[src/rtl/adsr_pkg.sv]
// Shared types, codes and constants of the ADSR envelope generator.
package adsr_pkg;

  localparam int LEN_W   = 24;
  localparam int LEVEL_W = 16;
  localparam int OP_W    = 2;
  localparam int STAGE_W = 2;
  localparam int APB_AW  = 5;
  localparam int APB_DW  = 32;
  localparam int REG_IDX_W = 3;

  localparam logic [LEVEL_W-1:0] LEVEL_ONE = 16'd32768;
  localparam logic [LEVEL_W-1:0] EPS_LEVEL = 16'd3;

  localparam logic [OP_W-1:0] OP_NOTE_ON  = 2'd1;
  localparam logic [OP_W-1:0] OP_NOTE_OFF = 2'd2;

  localparam logic [STAGE_W-1:0] STAGE_ATTACK  = 2'd0;
  localparam logic [STAGE_W-1:0] STAGE_DECAY   = 2'd1;
  localparam logic [STAGE_W-1:0] STAGE_SUSTAIN = 2'd2;
  localparam logic [STAGE_W-1:0] STAGE_RELEASE = 2'd3;

  localparam logic [REG_IDX_W-1:0] REG_ATTACK  = 3'd0;
  localparam logic [REG_IDX_W-1:0] REG_DECAY   = 3'd1;
  localparam logic [REG_IDX_W-1:0] REG_RELEASE = 3'd2;
  localparam logic [REG_IDX_W-1:0] REG_PEAK    = 3'd3;
  localparam logic [REG_IDX_W-1:0] REG_SUSTAIN = 3'd4;

  localparam logic [LEN_W-1:0]   RST_ATTACK  = 24'd882;
  localparam logic [LEN_W-1:0]   RST_DECAY   = 24'd441;
  localparam logic [LEN_W-1:0]   RST_RELEASE = 24'd1764;
  localparam logic [LEVEL_W-1:0] RST_PEAK    = 16'd32768;
  localparam logic [LEVEL_W-1:0] RST_SUSTAIN = 16'd26214;

  typedef enum logic [1:0] {
    ST_IDLE,
    ST_CLASSIFY,
    ST_DIVIDE,
    ST_FINISH
  } state_t;

  typedef struct packed {
    logic [LEN_W-1:0]   attack_length;
    logic [LEN_W-1:0]   decay_length;
    logic [LEN_W-1:0]   release_length;
    logic [LEVEL_W-1:0] peak_level;
    logic [LEVEL_W-1:0] sustain_level;
  } cfg_regs_t;

  typedef struct packed {
    logic               start;
    logic [LEVEL_W-1:0] level;
    logic [LEN_W-1:0]   num;
    logic [LEN_W-1:0]   den;
  } md_req_t;

  typedef struct packed {
    logic               busy;
    logic               done;
    logic [LEVEL_W-1:0] quot;
  } md_rsp_t;

endpackage

[src/rtl/adsr_cfg.sv]
// APB-style configuration register file of the ADSR envelope generator.
module adsr_cfg
  import adsr_pkg::*;
(
  input  logic              clk,
  input  logic              rst_n,
  input  logic              psel,
  input  logic              penable,
  input  logic              pwrite,
  input  logic [APB_AW-1:0] paddr,
  input  logic [APB_DW-1:0] pwdata,
  output logic [APB_DW-1:0] prdata,
  output cfg_regs_t         regs
);

  cfg_regs_t              regs_r;
  cfg_regs_t              regs_nxt;
  logic [REG_IDX_W-1:0]   idx;
  logic                   wr_en;

  assign idx   = paddr[APB_AW-1:2];
  assign wr_en = psel & penable & pwrite;
  assign regs  = regs_r;

  always_comb begin
    regs_nxt = regs_r;
    if (wr_en) begin
      case (idx)
        REG_ATTACK:  regs_nxt.attack_length  = pwdata[LEN_W-1:0];
        REG_DECAY:   regs_nxt.decay_length   = pwdata[LEN_W-1:0];
        REG_RELEASE: regs_nxt.release_length = pwdata[LEN_W-1:0];
        REG_PEAK:    regs_nxt.peak_level     = pwdata[LEVEL_W-1:0];
        REG_SUSTAIN: regs_nxt.sustain_level  = pwdata[LEVEL_W-1:0];
        default:     regs_nxt = regs_r;
      endcase
    end
  end

  always_comb begin
    case (idx)
      REG_ATTACK:  prdata = APB_DW'(regs_r.attack_length);
      REG_DECAY:   prdata = APB_DW'(regs_r.decay_length);
      REG_RELEASE: prdata = APB_DW'(regs_r.release_length);
      REG_PEAK:    prdata = APB_DW'(regs_r.peak_level);
      REG_SUSTAIN: prdata = APB_DW'(regs_r.sustain_level);
      default:     prdata = '0;
    endcase
  end

  always_ff @(posedge clk) begin
    if (!rst_n) begin
      regs_r.attack_length  <= RST_ATTACK;
      regs_r.decay_length   <= RST_DECAY;
      regs_r.release_length <= RST_RELEASE;
      regs_r.peak_level     <= RST_PEAK;
      regs_r.sustain_level  <= RST_SUSTAIN;
    end else begin
      regs_r <= regs_nxt;
    end
  end

endmodule

[src/rtl/adsr_muldiv.sv]
// Bit-serial unit for floor(level * num / den): shift-add multiply, then restoring divide.
module adsr_muldiv
  import adsr_pkg::*;
(
  input  logic    clk,
  input  logic    rst_n,
  input  md_req_t req,
  output md_rsp_t rsp
);

  localparam int CNT_W = $clog2(LEVEL_W);

  logic [LEN_W-1:0]   hi_r, hi_nxt;
  logic [LEVEL_W-1:0] lo_r, lo_nxt;
  logic [LEN_W-1:0]   num_r, num_nxt;
  logic [LEN_W-1:0]   den_r, den_nxt;
  logic [CNT_W-1:0]   cnt_r, cnt_nxt;
  logic               div_phase_r, div_phase_nxt;
  logic               busy_r, busy_nxt;
  logic               done_r, done_nxt;

  logic [LEN_W:0]     mul_sum;
  logic [LEN_W:0]     rem_shift;
  logic [LEN_W:0]     rem_diff;
  logic               rem_ge;
  logic               last_step;

  assign mul_sum   = {1'b0, hi_r} + (lo_r[0] ? {1'b0, num_r} : '0);
  assign rem_shift = {hi_r, lo_r[LEVEL_W-1]};
  assign rem_ge    = rem_shift >= {1'b0, den_r};
  assign rem_diff  = rem_shift - {1'b0, den_r};
  assign last_step = cnt_r == CNT_W'(LEVEL_W - 1);

  always_comb begin
    hi_nxt        = hi_r;
    lo_nxt        = lo_r;
    num_nxt       = num_r;
    den_nxt       = den_r;
    cnt_nxt       = cnt_r;
    div_phase_nxt = div_phase_r;
    busy_nxt      = busy_r;
    done_nxt      = 1'b0;
    if (req.start && !busy_r) begin
      hi_nxt        = '0;
      lo_nxt        = req.level;
      num_nxt       = req.num;
      den_nxt       = req.den;
      cnt_nxt       = '0;
      div_phase_nxt = 1'b0;
      busy_nxt      = 1'b1;
    end else if (busy_r) begin
      cnt_nxt = cnt_r + CNT_W'(1);
      if (!div_phase_r) begin
        hi_nxt = mul_sum[LEN_W:1];
        lo_nxt = {mul_sum[0], lo_r[LEVEL_W-1:1]};
        if (last_step) begin
          div_phase_nxt = 1'b1;
          cnt_nxt       = '0;
        end
      end else begin
        hi_nxt = rem_ge ? rem_diff[LEN_W-1:0] : rem_shift[LEN_W-1:0];
        lo_nxt = {lo_r[LEVEL_W-2:0], rem_ge};
        if (last_step) begin
          busy_nxt = 1'b0;
          done_nxt = 1'b1;
          cnt_nxt  = '0;
        end
      end
    end
  end

  always_ff @(posedge clk) begin
    if (!rst_n) begin
      busy_r      <= 1'b0;
      done_r      <= 1'b0;
      cnt_r       <= '0;
      div_phase_r <= 1'b0;
    end else begin
      busy_r      <= busy_nxt;
      done_r      <= done_nxt;
      cnt_r       <= cnt_nxt;
      div_phase_r <= div_phase_nxt;
    end
  end

  always_ff @(posedge clk) begin
    hi_r  <= hi_nxt;
    lo_r  <= lo_nxt;
    num_r <= num_nxt;
    den_r <= den_nxt;
  end

  assign rsp.busy = busy_r;
  assign rsp.done = done_r;
  assign rsp.quot = lo_r;

  a_rem_below_den: assert property (@(posedge clk) disable iff (!rst_n)
    busy_r && div_phase_r |-> hi_r < den_r)
    else $error("remainder not below divisor");

  a_done_ends_busy: assert property (@(posedge clk) disable iff (!rst_n)
    done_r |-> !busy_r && $past(busy_r))
    else $error("done without a finished run");

endmodule

[src/rtl/adsr_envelope_generator.sv]
// Top level of the linear ADSR envelope generator: event state, stage decode, output register.
//
//  channel | ports                                     | direction | transfer when
//  input   | in_valid, in_stall, in_op, in_time_now    | in        | in_valid & !in_stall
//  result  | out_valid, out_stall, out_amplitude/stage | out       | out_valid & !out_stall
//  config  | cfg_psel/penable/pwrite/paddr/pwdata/...  | in        | psel & penable & pwrite
//
// The elapsed time is taken at the transfer edge; out_valid rises after stage decode, the
// serial multiply-divide unit (16 multiply steps, then 16 divide steps), its done flag and
// the load of the output register. The next item may transfer once the output is loaded;
// a sustain level or a finished release skips the unit. Reset (rst_n low, synchronous) closes
// the gate, clears both event times and reloads the registers. in_stall is high while an item
// is at work; a stalled result holds the final step.
module adsr_envelope_generator
  import adsr_pkg::*;
#(
  parameter int TIME_BITS = 32
) (
  input  logic               clk,
  input  logic               rst_n,
  input  logic               in_valid,
  output logic               in_stall,
  input  logic [OP_W-1:0]    in_op,
  input  logic [31:0]        in_time_now,
  output logic               out_valid,
  input  logic               out_stall,
  output logic [LEVEL_W-1:0] out_amplitude,
  output logic [STAGE_W-1:0] out_stage,
  input  logic               cfg_psel,
  input  logic               cfg_penable,
  input  logic               cfg_pwrite,
  input  logic [APB_AW-1:0]  cfg_paddr,
  input  logic [APB_DW-1:0]  cfg_pwdata,
  output logic [APB_DW-1:0]  cfg_prdata,
  output logic               cfg_pready
);

  localparam int TW = TIME_BITS;
  localparam int CW = (TIME_BITS > LEN_W + 1) ? TIME_BITS : LEN_W + 1;

  cfg_regs_t regs;
  md_req_t   md_req;
  md_rsp_t   md_rsp;

  state_t state_r, state_nxt;

  logic               gate_r, gate_nxt;
  logic [TW-1:0]      on_time_r, on_time_nxt;
  logic [TW-1:0]      off_time_r, off_time_nxt;
  logic [TW-1:0]      e_r, e_nxt;
  logic [LEVEL_W-1:0] base_r, base_nxt;
  logic               sub_r, sub_nxt;
  logic               use_q_r, use_q_nxt;
  logic [STAGE_W-1:0] stage_r, stage_nxt;
  logic               out_valid_r, out_valid_nxt;
  logic [LEVEL_W-1:0] out_amp_r, out_amp_nxt;
  logic [STAGE_W-1:0] out_stage_r, out_stage_nxt;

  logic               in_xfer;
  logic [63:0]        now64;
  logic [TW-1:0]      now_w;

  logic [LEN_W-1:0]   a_len, d_len, r_len;
  logic [LEVEL_W-1:0] peak, sus, lvl_diff;
  logic [LEN_W:0]     ad_sum;
  logic [CW-1:0]      e_x;
  logic               in_attack, in_decay, release_done;
  logic [LEN_W-1:0]   k_dec, n_rel;

  logic [LEVEL_W:0]   fin_sum;
  logic [LEVEL_W-1:0] fin_amp;

  assign cfg_pready = 1'b1;

  adsr_cfg u_cfg (
    .clk     (clk),
    .rst_n   (rst_n),
    .psel    (cfg_psel),
    .penable (cfg_penable),
    .pwrite  (cfg_pwrite),
    .paddr   (cfg_paddr),
    .pwdata  (cfg_pwdata),
    .prdata  (cfg_prdata),
    .regs    (regs)
  );

  adsr_muldiv u_muldiv (
    .clk   (clk),
    .rst_n (rst_n),
    .req   (md_req),
    .rsp   (md_rsp)
  );

  assign in_stall = state_r != ST_IDLE;
  assign in_xfer  = in_valid && !in_stall;
  assign now64    = 64'(in_time_now);
  assign now_w    = now64[TW-1:0];

  assign a_len = (regs.attack_length == '0) ? LEN_W'(1) : regs.attack_length;
  assign d_len = (regs.decay_length == '0) ? LEN_W'(1) : regs.decay_length;
  assign r_len = (regs.release_length == '0) ? LEN_W'(1) : regs.release_length;
  assign peak  = (regs.peak_level > LEVEL_ONE) ? LEVEL_ONE : regs.peak_level;
  assign sus   = (regs.sustain_level > LEVEL_ONE) ? LEVEL_ONE : regs.sustain_level;
  assign lvl_diff = (peak >= sus) ? (peak - sus) : (sus - peak);

  assign ad_sum       = {1'b0, a_len} + {1'b0, d_len};
  assign e_x          = CW'(e_r);
  assign in_attack    = e_x <= CW'(a_len);
  assign in_decay     = e_x <= CW'(ad_sum);
  assign release_done = e_x >= CW'(r_len);
  assign k_dec        = e_x[LEN_W-1:0] - a_len;
  assign n_rel        = r_len - e_x[LEN_W-1:0];

  assign fin_sum = !use_q_r ? {1'b0, base_r}
                 : sub_r    ? {1'b0, base_r} - {1'b0, md_rsp.quot}
                 :            {1'b0, base_r} + {1'b0, md_rsp.quot};
  assign fin_amp = (fin_sum[LEVEL_W-1:0] <= EPS_LEVEL) ? '0 : fin_sum[LEVEL_W-1:0];

  always_comb begin
    state_nxt     = state_r;
    gate_nxt      = gate_r;
    on_time_nxt   = on_time_r;
    off_time_nxt  = off_time_r;
    e_nxt         = e_r;
    base_nxt      = base_r;
    sub_nxt       = sub_r;
    use_q_nxt     = use_q_r;
    stage_nxt     = stage_r;
    out_valid_nxt = out_valid_r && out_stall;
    out_amp_nxt   = out_amp_r;
    out_stage_nxt = out_stage_r;
    md_req.start  = 1'b0;
    md_req.level  = '0;
    md_req.num    = '0;
    md_req.den    = LEN_W'(1);
    case (state_r)
      ST_IDLE: begin
        if (in_xfer) begin
          case (in_op)
            OP_NOTE_ON: begin
              gate_nxt    = 1'b1;
              on_time_nxt = now_w;
              e_nxt       = '0;
            end
            OP_NOTE_OFF: begin
              gate_nxt     = 1'b0;
              off_time_nxt = now_w;
              e_nxt        = '0;
            end
            default: begin
              e_nxt = now_w - (gate_r ? on_time_r : off_time_r);
            end
          endcase
          state_nxt = ST_CLASSIFY;
        end
      end
      ST_CLASSIFY: begin
        sub_nxt   = 1'b0;
        use_q_nxt = 1'b1;
        base_nxt  = '0;
        if (gate_r) begin
          if (in_attack) begin
            stage_nxt    = STAGE_ATTACK;
            md_req.level = peak;
            md_req.num   = e_x[LEN_W-1:0];
            md_req.den   = a_len;
          end else if (in_decay) begin
            stage_nxt    = STAGE_DECAY;
            base_nxt     = peak;
            sub_nxt      = peak >= sus;
            md_req.level = lvl_diff;
            md_req.num   = k_dec;
            md_req.den   = d_len;
          end else begin
            stage_nxt = STAGE_SUSTAIN;
            base_nxt  = sus;
            use_q_nxt = 1'b0;
          end
        end else begin
          stage_nxt = STAGE_RELEASE;
          if (release_done) begin
            use_q_nxt = 1'b0;
          end else begin
            md_req.level = sus;
            md_req.num   = n_rel;
            md_req.den   = r_len;
          end
        end
        md_req.start = use_q_nxt;
        state_nxt    = use_q_nxt ? ST_DIVIDE : ST_FINISH;
      end
      ST_DIVIDE: begin
        if (md_rsp.done) begin
          state_nxt = ST_FINISH;
        end
      end
      ST_FINISH: begin
        if (!out_valid_r || !out_stall) begin
          out_valid_nxt = 1'b1;
          out_amp_nxt   = fin_amp;
          out_stage_nxt = stage_r;
          state_nxt     = ST_IDLE;
        end
      end
      default: begin
        state_nxt = ST_IDLE;
      end
    endcase
  end

  always_ff @(posedge clk) begin
    if (!rst_n) begin
      state_r     <= ST_IDLE;
      gate_r      <= 1'b0;
      on_time_r   <= '0;
      off_time_r  <= '0;
      out_valid_r <= 1'b0;
    end else begin
      state_r     <= state_nxt;
      gate_r      <= gate_nxt;
      on_time_r   <= on_time_nxt;
      off_time_r  <= off_time_nxt;
      out_valid_r <= out_valid_nxt;
    end
  end

  always_ff @(posedge clk) begin
    e_r         <= e_nxt;
    base_r      <= base_nxt;
    sub_r       <= sub_nxt;
    use_q_r     <= use_q_nxt;
    stage_r     <= stage_nxt;
    out_amp_r   <= out_amp_nxt;
    out_stage_r <= out_stage_nxt;
  end

  assign out_valid     = out_valid_r;
  assign out_amplitude = out_amp_r;
  assign out_stage     = out_stage_r;

  a_xfer_to_classify: assert property (@(posedge clk) disable iff (!rst_n)
    in_valid && !in_stall |=> state_r == ST_CLASSIFY)
    else $error("accepted item did not reach stage decode");

  a_amp_not_small: assert property (@(posedge clk) disable iff (!rst_n)
    out_valid_r |-> out_amp_r == '0 || out_amp_r > EPS_LEVEL)
    else $error("small level not forced to zero");

  a_amp_in_range: assert property (@(posedge clk) disable iff (!rst_n)
    out_valid_r |-> out_amp_r <= LEVEL_ONE)
    else $error("amplitude above one");

  a_divide_busy: assert property (@(posedge clk) disable iff (!rst_n)
    state_r == ST_DIVIDE && !md_rsp.done |-> md_rsp.busy)
    else $error("waiting on an idle divide unit");

endmodule
[config.mk]
export PLATFORM = sky130hd
export DESIGN_NAME = adsr_envelope_generator
export DESIGN_NICKNAME = d
export VERILOG_FILES = /design/src/rtl/adsr_pkg.sv /design/src/rtl/adsr_cfg.sv /design/src/rtl/adsr_muldiv.sv /design/src/rtl/adsr_envelope_generator.sv
export SDC_FILE = /design/constraint.sdc
export NUM_CORES = 1
export LEC_CHECK = 0
export CORE_MARGIN = 5
export CORE_UTILIZATION = 60
export CTS_CLUSTER_DIAMETER = 40
export DETAILED_ROUTE_END_ITERATION = 6
export DONT_BUFFER_PORTS = 1
export PLACE_DENSITY = 0.76
export SYNTH_ARGS = -nofsm -noshare
export SYNTH_HDL_FRONTEND = slang
export SYNTH_SLANG_ARGS = --single-unit
[constraint.sdc]
create_clock -name clk -period 8.2 [get_ports clk]
set_input_delay 1.23 -clock clk [delete_from_list [all_inputs] [get_ports clk]]
set_output_delay 1.23 -clock clk [all_outputs]
set_load 0.02 [all_outputs]
* Yosys cells after proc, flatten, opt, wreduce, memory -nomap -nowiden *
Cells that the tools add are included.

storage, ports and cells
  word-level logic and storage cells = 140
  bits in registers = 337
  input port bits = 78

cells by class
  add/sub/neg operators = 11
  order comparisons = 8
  mux-type cells = 44
  bitwise operators = 7
  equality and inequality tests = 13
  reduce and logical (&&, ||, !) cells = 32

operator list
  cell                                                              count
  2-to-1 mux 64 bit                                                 4
  2-to-1 mux 16 bit                                                 9
  2-to-1 mux 24 bit                                                 6
  one-hot mux 24 bit (5 select lines)                               1
  zero test 24 bit                                                  3
  subtractor 24 bit                                                 3
  2-to-1 mux 65 bit                                                 1
  adder 24 x 24 -> 25 bit                                           2
  subtractor 16 bit                                                 3
  greater-or-equal comparator 32 x 24 -> 1 bit                      1
  > comparator 16 bit (second input constant)                       2
  less-or-equal comparator 32 x 24 -> 1 bit                         1
  less-or-equal comparator 32 x 25 -> 1 bit                         1
  2-to-1 mux 32 bit                                                 1
  subtractor 32 bit                                                 1
  greater-or-equal comparator 25 x 24 -> 1 bit                      1
  adder 16 bit                                                      1
  greater-or-equal comparator 16 bit                                1
  less-or-equal comparator 16 x 2 -> 1 bit (second input constant)  1
  2-to-1 mux 1 bit                                                  14
  AND reduction 2 bit                                               7
  AND reduction 3 bit                                               4
  2-to-1 mux 2 bit                                                  5
  one-hot mux 2 bit (4 select lines)                                1
  other kinds (22)                                                  41

* Depth between registers and ports, before layout *
Gate-level depths: netlist of run 1.

  depth after elaboration = 11
  gate-level depth with buffers = 28
  mapped depth without buffers = 27

* Cells and area by module *
Synthesis of run 1 repeated with hierarchy kept, for this count alone.

unflattened totals
  cells, all modules = 3,324
  area, all modules = 27,401.3 µm²

modules (own cells, without submodules)
  module                   instances  seq. area each (µm²)  area each (µm²)  cells each
  adsr_envelope_generator  1          3,463.3               16,330.7         2,152
  adsr_muldiv              1          2,542.4               6,198.4          648
  adsr_cfg                 1          2,082.0               4,872.2          524

* Least setup slack after synthesis of run 1 *
Ideal clock, no wire load.

  path type = register -> register
  start = reg u_cfg.regs_r (netlist bit u_cfg.regs[97])
  end = reg u_muldiv.lo_r[13], data pin
  required time = 7.852 ns
  stages on the path, launching flop included = 27
  arrival time = 6.608 ns
  slack = 1.244 ns
  cell sequence = dfxtp_1 nor4_1 nand4_1 o21bai_1 ha_1 a21o_1 a21oi_1 o21ai_0 a31oi_1 o21ai_0 a311oi_1 o41ai_1 a41o_1 a21oi_1 xor2_1 ha_1 a21o_1 a211oi_1 nor2_1 nor4_1 mux2_2 a21oi_1 a21oi_1 o21ai_1 inv_2 buf_1 a31oi_1

on the way
  longest elaborated chain between the ends = 11

RTL lines
  what                                       line                            text
  from (decl)                                adsr_cfg.sv:16                  cfg_regs_t regs_r;
  from (signal assigned)                     adsr_cfg.sv:58                  regs_r <= regs_nxt;
  zero test 24 bit                           adsr_envelope_generator.sv:99   assign a_len = (regs.attack_length == '0) ? LEN_W'(1) : regs.attack_length;
  2-to-1 mux 24 bit *                        adsr_envelope_generator.sv:99
  adder 24 x 24 -> 25 bit                    adsr_envelope_generator.sv:106  assign ad_sum = {1'b0, a_len} + {1'b0, d_len};
  less-or-equal comparator 32 x 25 -> 1 bit  adsr_envelope_generator.sv:109  assign in_decay = e_x <= CW'(ad_sum);
  2-to-1 mux 1 bit                           adsr_envelope_generator.sv:167  end else if (in_decay) begin
  2-to-1 mux 1 bit                           adsr_envelope_generator.sv:162  if (in_attack) begin
  2-to-1 mux 1 bit                           adsr_envelope_generator.sv:161  if (gate_r) begin
  2-to-1 mux 1 bit                           adsr_envelope_generator.sv:136  case (state_r)
  2-to-1 mux 65 bit *                        adsr_envelope_generator.sv:136
  logical AND 1 bit                          adsr_muldiv.sv:43               if (req.start && !busy_r) begin
  2-to-1 mux 16 bit *                        adsr_muldiv.sv:43
  named net u_muldiv.lo_nxt[13]              adsr_muldiv.sv:14               logic [LEVEL_W-1:0] lo_r, lo_nxt;
  to (signal assigned)                       adsr_muldiv.sv:88               lo_r <= lo_nxt;
  to (decl)                                  adsr_muldiv.sv:14

The timed path passes the listed nets; every way through them passes the cells marked *. The select of a mux whose other input is x is not followed.
A chain may end at the register's enable or synchronous reset.

* Final worst setup path of run 1 *
  start = reg u_cfg.regs_r (netlist bit u_cfg.regs[103])
  end = reg u_muldiv.lo_r[5], data pin

Same word-level chain as after synthesis.

==> reports/qor.csv, run 1 <==
metric,value,unit
status,finished clean,
Die H,221,microns
Synth Area in XOR/XNOR,0.0461,
Slew Limit Headroom,0.188,
vias,24200,
area occupied by multi-input gates,0.0169,sq mm
Ports,131,
Filler cells,3752,
PD cells,242,mW/mm^2
share of the synthesized area in the top cell type,0.153,
maximum VDD drop,272,uV
Root Driver,clkbuf_16,
RSZ-0062 raised after global routing,false,
Num CTS Buffers,57,
DR WL/cell,21.6,microns
cell count after synthesis,3304,
final cycle utilization of the critical path,0.955,
Post-synth EDFFs,134,
Final nets,3517,
Slew @ Worst Pin,1.22,ns
yosys warns,0,
post-synthesis simple-gate area fraction,0.188,
H-Tree Depth,2,
Final Hold Viols,0,
syn_area_per_cell,8.05,sq um
Starting Density,0.604,
Initial DRT Pass Iterations,7,
"critical path fanouts, max",28,
"flops & latches, synth",337,
clock sinks,337,
port bufs,0,
postcts setup bufs,0,
largest net degree at the start of global routing,112,
critical path class,reg2reg,
max-slew violations,0,
largest area contributor in the netlist,dfxtp_1,
Crit. End Element,register,
switching part of the total power,0.370,
initial antenna violation count,1,
clk_lat worst skew,0.62,ns
# diodes,0,
Finish-stage setup viols,0,
Starting DRT DRC Count,2015,
Worst Path Arrival,8.18,ns
Final Skew,0.0364,ns
Total Wirelength,82400,microns
post-synthesis adder-cell area fraction,0.126,
vias in the first global route,23200,
Die Area,0.0487,sq mm
post-synthesis sequential area ratio,0.304,
Fmax achieved,128,MHz
clock slew at reported path FFs,0.06,ns
Reg power frac,0.306,
Comb power frac,0.352,
Critical Path RT,8.55,ns
final antenna-violating net count,0,
Via density,6.34,
Synth cell types,93,
first-pass GRT wire length,128000,microns
final core occ,0.651,
post-synthesis compound-gate area fraction,0.234,
Core ar.,0.0440,sq mm
worst min path class,reg2reg,
Die Wd,221,microns
sw power,2560,uW
largest cells by area after synthesis,"dfxtp_1, edfxtp_1, ha_1",
cell row count,77,
overall routing resource usage,0.330,
grt total ovfl,0,
layout cell share with drive strength beyond 1,0.0589,
ys flop type,dfxtp_1,
Detailed Place HPWL,62700,microns
Remaining DRCs,0,
setup TNS,0,ns
post_cts resized,0,
post-synthesis mux area share,0.0385,
register area,0.00809,sq mm
clk buf depth,3,
cts hold-fix bufs,0,
fin crit period,7.83,ns
CTS tree,built,
maxcap violations,0,
largest family of logic cells by synthesized area,compound AO/OA/AOI/OAI gates,
final RePlAce weighted congestion,1.01,
crit start category,register,
ys async rst share,0,
Internal Power,4370,uW
Clk pwr share,0.342,
Layout Area Growth over Synthesis,7.65,%
Syn Std Cell Area,0.0266,sq mm
LEAKAGE,0.0116,uW
==> synth_stat cells, types with 17 or more instances <==
| library cell | count |
|---|---|
| and3_1 | 19 |
| o21ai_0 | 120 |
| nand3_1 | 57 |
| nand2b_1 | 30 |
| nor4_1 | 37 |
| dfxtp_1 | 203 |
| a22o_1 | 17 |
| xnor2_1 | 92 |
| edfxtp_1 | 134 |
| nand4_1 | 28 |
| o21a_1 | 22 |
| o22ai_1 | 18 |
| ha_1 | 253 |
| inv_1 | 198 |
| nor2b_1 | 40 |
| a211oi_1 | 34 |
| a21o_1 | 85 |
| a31oi_1 | 24 |
| o211ai_1 | 24 |
| o31ai_1 | 17 |
| nor3_1 | 55 |
| a221o_1 | 22 |
| a21oi_1 | 354 |
| nor2_1 | 238 |
| mux2i_1 | 90 |
| clkbuf_1 | 174 |
| xor2_1 | 48 |
| a222oi_1 | 19 |
| o21bai_1 | 39 |
| and2_1 | 37 |
| nand2_1 | 482 |
| buf_2 | 20 |
| a22oi_1 | 33 |
==> placed cells by master, fill, tap and decap left out, drive strengths merged, types with 11 or more instances in the layout <==
master,netlist,layout
o211ai,24,24
dfxtp,203,203
o21bai,39,39
a222oi,19,19
clkbuf,174,68
and3,19,19
nand2b,30,30
or2,11,11
xnor2,92,92
nand3,57,57
buf,46,27
o22ai,19,19
a21oi,356,356
a221oi,12,12
mux2i,90,90
o31ai,18,18
o21a,23,23
nor4,39,39
o21ai,129,129
edfxtp,134,134
nor3,56,56
clkinv,5,17
xor2,48,48
and2,38,38
a221o,22,22
nor2b,42,42
nand4,28,28
nor2,242,242
a22o,17,17
a22oi,33,33
a31oi,25,25
a211oi,38,38
a21o,85,85
inv,200,220
ha,253,253
nand2,485,485
==> final timing paths <==
| path | from | endpoint | slack [ns] | cells past startpoint |
|---|---|---|---|---|
| worst max-delay path | u_cfg.regs[103] | u_muldiv.lo_r[5] | 0.37 | 25 |
| worst min-delay path | stage_r[0] | out_stage[0] | 0.42 | 0 |
| worst max register to register | u_cfg.regs[103] | u_muldiv.lo_r[5] | 0.37 | 25 |
| worst min register to register | stage_r[0] | out_stage[0] | 0.42 | 0 |
==> critical path, cell delays in order (launching register included) <==
cell and delay [ns]:
dfxtp_1 0.41, nor4_1 0.58, nand4_1 0.26, o21bai_1 0.43, ha_1 0.27, a21o_1 0.12, a21oi_1 0.10, o21ai_0 0.18
a31oi_1 0.16, o21ai_0 0.34, a311oi_1 0.22, o41ai_1 0.76, a41o_1 0.30, a41oi_1 0.15, xor2_1 0.18, ha_1 0.29
and3_1 0.15, nand3_1 0.10, nor3_1 0.25, mux2_2 0.39, a21oi_2 0.50, buf_4 0.36, nor2_4 0.05, buf_4 0.27
a222oi_1 0.56, a21oi_1 0.14
==> stage by stage <==
step	setup WS, ns	total power (uW)	area [sq um]	cells	hold slack [ns]
global route	0.210	7290	28600	3818	0.442
finish	0.369	6930	28600	3818	0.417
floorplan	1.24	4040	26600	3311	0.400
detailed placement	0.737	4530	26700	3710	0.406
global placement	0.832	4450	26700	3710	0.402
CTS	0.670	6910	28600	3818	0.419
==> routing by layer <==
metal | track usage | vias to the layer above | part of all wire
li1 | - | 11500 | -
met1 | 0.435 | 11300 | 0.40
met2 | 0.513 | 1135 | 0.44
met3 | 0.0762 | 214 | 0.10
met4 | 0.163 | 2 | 0.058
met5 | 0 | - | 0.000085
==> logic make-up after synthesis <==
group | after synthesis
XOR/XNOR | 140
flip-flops | 337
buffers and inverters | 425
AND/OR/NAND/NOR | 1090
multiplexers | 100
other | 2
adder cells (fa/ha/maj) | 262
AO/OA/AOI/OAI | 948
==> power by group through the flow <==
stage	sequential, uW	clock (uW)	combinational (uW)
2_1_floorplan	2050	0	1990
3_3_place_gp	2140	0	2320
3_5_place_dp	2140	0	2380
4_1_cts	2110	2400	2400
5_1_grt	2130	2490	2670
6_report	2120	2370	2440
==> area by class of cell <==
class                           instances  share of cell area
Sequential cell                       337               0.282
Clock buffer                           68              0.0535
Timing Repair Buffer                   27             0.00751
Tap cell                              592              0.0259
Clock inverter                         40              0.0142
Multi-Input combinational cell       2549               0.590
Inverter                              205              0.0269
==> registers in the layout, summed over array words and instances (netlist names), 2 cells and up <==
register and flops:
u_muldiv.cnt_r 4, stage_r 2, u_muldiv.num_r 24, off_time_r 32, on_time_r 32, u_muldiv.den_r 24, e_r 32, u_muldiv.lo_r 16
base_r 16, u_muldiv.hi_r 24, out_stage 2, u_cfg.regs 104, out_amplitude 16, state_r 2
Note: power is estimated with default switching activity, not from simulation.
==> run 2: changes to the inputs <==
--- a/config.mk
+++ b/config.mk
@@ -10,7 +10,8 @@
 export CTS_CLUSTER_DIAMETER = 40
 export DETAILED_ROUTE_END_ITERATION = 6
 export DONT_BUFFER_PORTS = 1
-export PLACE_DENSITY = 0.76
+export PLACE_DENSITY_LB_ADDON = 0.12
 export SYNTH_ARGS = -nofsm -noshare
 export SYNTH_HDL_FRONTEND = slang
+export SYNTH_HIERARCHICAL = 1
 export SYNTH_SLANG_ARGS = --single-unit
==> constraint.sdc (replaced) <==
create_clock -name clk -period 8.2 [get_ports clk]
set_input_delay 1.23 -clock clk [delete_from_list [all_inputs] [get_ports clk]]
set_output_delay 1.23 -clock clk [all_outputs]
set_load 0.05 [all_outputs]
==> reports/qor.csv, run 2 <==
metric,value,unit,change
vias in the first global route,22500,,was 23.2k
final antenna-violating net count,0,,unchanged
Critical Path Source,u_cfg/regs[98],,was u_cfg.regs[103]
Comb power frac,0.352,,about the same
Largest register FFs,104,,unchanged
Reg power frac,0.314,,was 0.306
port bufs,0,,unchanged
Final Skew,0.0436,ns,was 0.0364 ns
met1 Usage GRT,0.468,,was 0.435
largest net degree at the start of global routing,207,,was 112
Slew Limit Headroom,0.174,,was 0.188
final core occ,0.648,,was 0.651
R2R Path End,u_muldiv/lo_r[11],,was u_muldiv.lo_r[5]
Core ar.,0.0453,sq mm,was 0.0440 sq mm
clk_lat worst skew,0.62,ns,about the same
final RePlAce weighted congestion,0.973,,was 1.01
LEAKAGE,0.0124,uW,was 0.0116 uW
cell row count,78,,was 77
sw power,2680,uW,was 2560 uW
Final Hold Viols,0,,unchanged
max-slew violations,0,,unchanged
fin crit period,7.20,ns,was 7.83 ns
first-pass GRT wire length,128000,microns,about the same
Slowest Stage Delay on Critical Path,0.52,ns,was 0.76 ns
clock sinks,337,,unchanged
Slew @ Worst Pin,1.24,ns,was 1.22 ns
crit start category,register,,unchanged
CP endpoint,u_muldiv/lo_r[11],,was u_muldiv.lo_r[5]
Clk pwr share,0.333,,was 0.342
Detailed Place HPWL,63600,microns,was 62700 microns
Ports,131,,unchanged
GRT busiest layer,met2,,unchanged
Initial DRT Pass Iterations,7,,unchanged
register area,0.00809,sq mm,unchanged
Cells on Worst Hold Path,0,,unchanged
syn_area_per_cell,8.24,sq um,was 8.05 sq um
Crit. End Element,register,,unchanged
final cycle utilization of the critical path,0.878,,was 0.955
layout cell share with drive strength beyond 1,0.0564,,was 0.0589
Remaining DRCs,0,,unchanged
Die Wd,224,microns,was 221 microns
yosys warns,6,,was 0
clock slew at reported path FFs,0.06,ns,about the same
maximum VDD drop,251,uV,was 272 uV
vias,24100,,was 24.2k
setup TNS,0,ns,unchanged
Final Cell Area,0.0294,sq mm,was 0.0286 sq mm
area occupied by multi-input gates,0.0175,sq mm,was 0.0169 sq mm
Root Driver,clkbuf_16,,unchanged
CTS tree,built,,unchanged
Finish-stage setup viols,0,,unchanged
RSZ-0062 raised after global routing,false,,unchanged
H-Tree Depth,2,,unchanged
postcts setup bufs,0,,unchanged
Starting Density,0.605,,was 0.604
switching part of the total power,0.371,,was 0.370
Die Area,0.0500,sq mm,was 0.0487 sq mm
Critical Path RT,8.41,ns,was 8.55 ns
worst min path class,reg2reg,,unchanged
cell count after synthesis,3323,,was 3304
maxcap violations,0,,unchanged
"commonest non-fill, non-tap cells in the layout","nand2_1, ha_1, nor2_1",,"was nand2_1, a21oi_1, ha_1"
Filler cells,3875,,was 3752
Total Wirelength,82700,microns,was 82400 microns
Num CTS Buffers,56,,was 57
"critical path fanouts, max",23,,was 28
overall routing resource usage,0.316,,was 0.330
cts hold-fix bufs,0,,unchanged
Fmax achieved,139,MHz,was 128 MHz
"commonest non-fill, non-tap cell in the layout",nand2_1,,unchanged
Syn Std Cell Area,0.0274,sq mm,was 0.0266 sq mm
Via density,6.29,,was 6.34
met2 Resource Use GR,0.477,,was 0.513
DR WL/cell,21.6,microns,about the same
Layout Area Growth over Synthesis,7.19,%,was 7.65%
Final nets,3519,,was 3517
status,finished clean,,unchanged
Die H,224,microns,was 221 microns
FF-to-FF path depth,29,,was 25
worst hold slack,0.426,ns,was 0.417 ns
clk buf depth,3,,unchanged
reg2reg start,u_cfg/regs[98],,was u_cfg.regs[103]
initial antenna violation count,0,,was 1
slowest CP cell,inv_1,,was o41ai_1
critical path class,reg2reg,,unchanged
Starting DRT DRC Count,2476,,was 2015
post_cts resized,0,,unchanged
cell mode on critical path,o21ai_0,,
placed cell area,0.0274,sq mm,was 0.0267 sq mm
# diodes,0,,unchanged
Worst Path Arrival,7.42,ns,was 8.18 ns
Internal Power,4540,uW,was 4370 uW
"reg-to-reg slack, setup",1.0,ns,was 0.37 ns
met3 usage,0.0463,,was 0.0762
PD cells,246,mW/mm^2,was 242 mW/mm^2
grt total ovfl,0,,unchanged
-- run 2: per-stage QoR --
step / setup WS, ns / total power (uW) / cells
after floorplan: 1.32 / 4200 / 3330
after global placement: 1.23 / 4700 / 3721
after global routing: 0.439 / 7620 / 3827
final: 0.998 / 7210 / 3827
after detailed placement: 1.19 / 4780 / 3721
after CTS: 1.15 / 7200 / 3827
-- run 2: worst min path at each step --
stage,from,to,slack (ns)
after global routing,stage_r[1],out_stage[1],0.44
after detailed placement,stage_r[1],out_stage[1],0.44
after global placement,stage_r[0],out_stage[0],0.40
after CTS,stage_r[1],out_stage[1],0.43
after floorplan,stage_r[0],out_stage[0],0.40
final,stage_r[1],out_stage[1],0.43
-- run 2: metal layers --
layer | share of wire | up-vias
met5 | 0 | -
li1 | - | 11500
met4 | 0.032 | 0
met3 | 0.077 | 148
met2 | 0.43 | 982
met1 | 0.46 | 11400
-- run 2: final cells by class --
type	instances	area share
tap	600	0.0256
inverter	216	0.0276
timing repair buffer	31	0.00878
sequential	337	0.276
clock inverter	41	0.0160
multi-input combinational	2537	0.596
clock buffer	65	0.0503
-- run 2: power by group through the flow --
stage                     Sequential, uW  Combinational [uW]  Clock [uW]
final                               2270                2540        2400
after detailed placement            2300                2480           0
after global placement              2290                2420           0
after floorplan                     2170                2030           0
after CTS                           2260                2500        2440
after global routing                2290                2810        2520
-- run 2: critical path: cells and delay by family (launching register included) --
family / cells / cell delay [ns]
flip-flops: 1 / 0.37
AO/OA/AOI/OAI: 14 / 2.93
AND/OR/NAND/NOR: 7 / 1.53
adder cells (fa/ha/maj): 3 / 0.87
buffers and inverters: 4 / 0.91
XOR/XNOR: 1 / 0.16
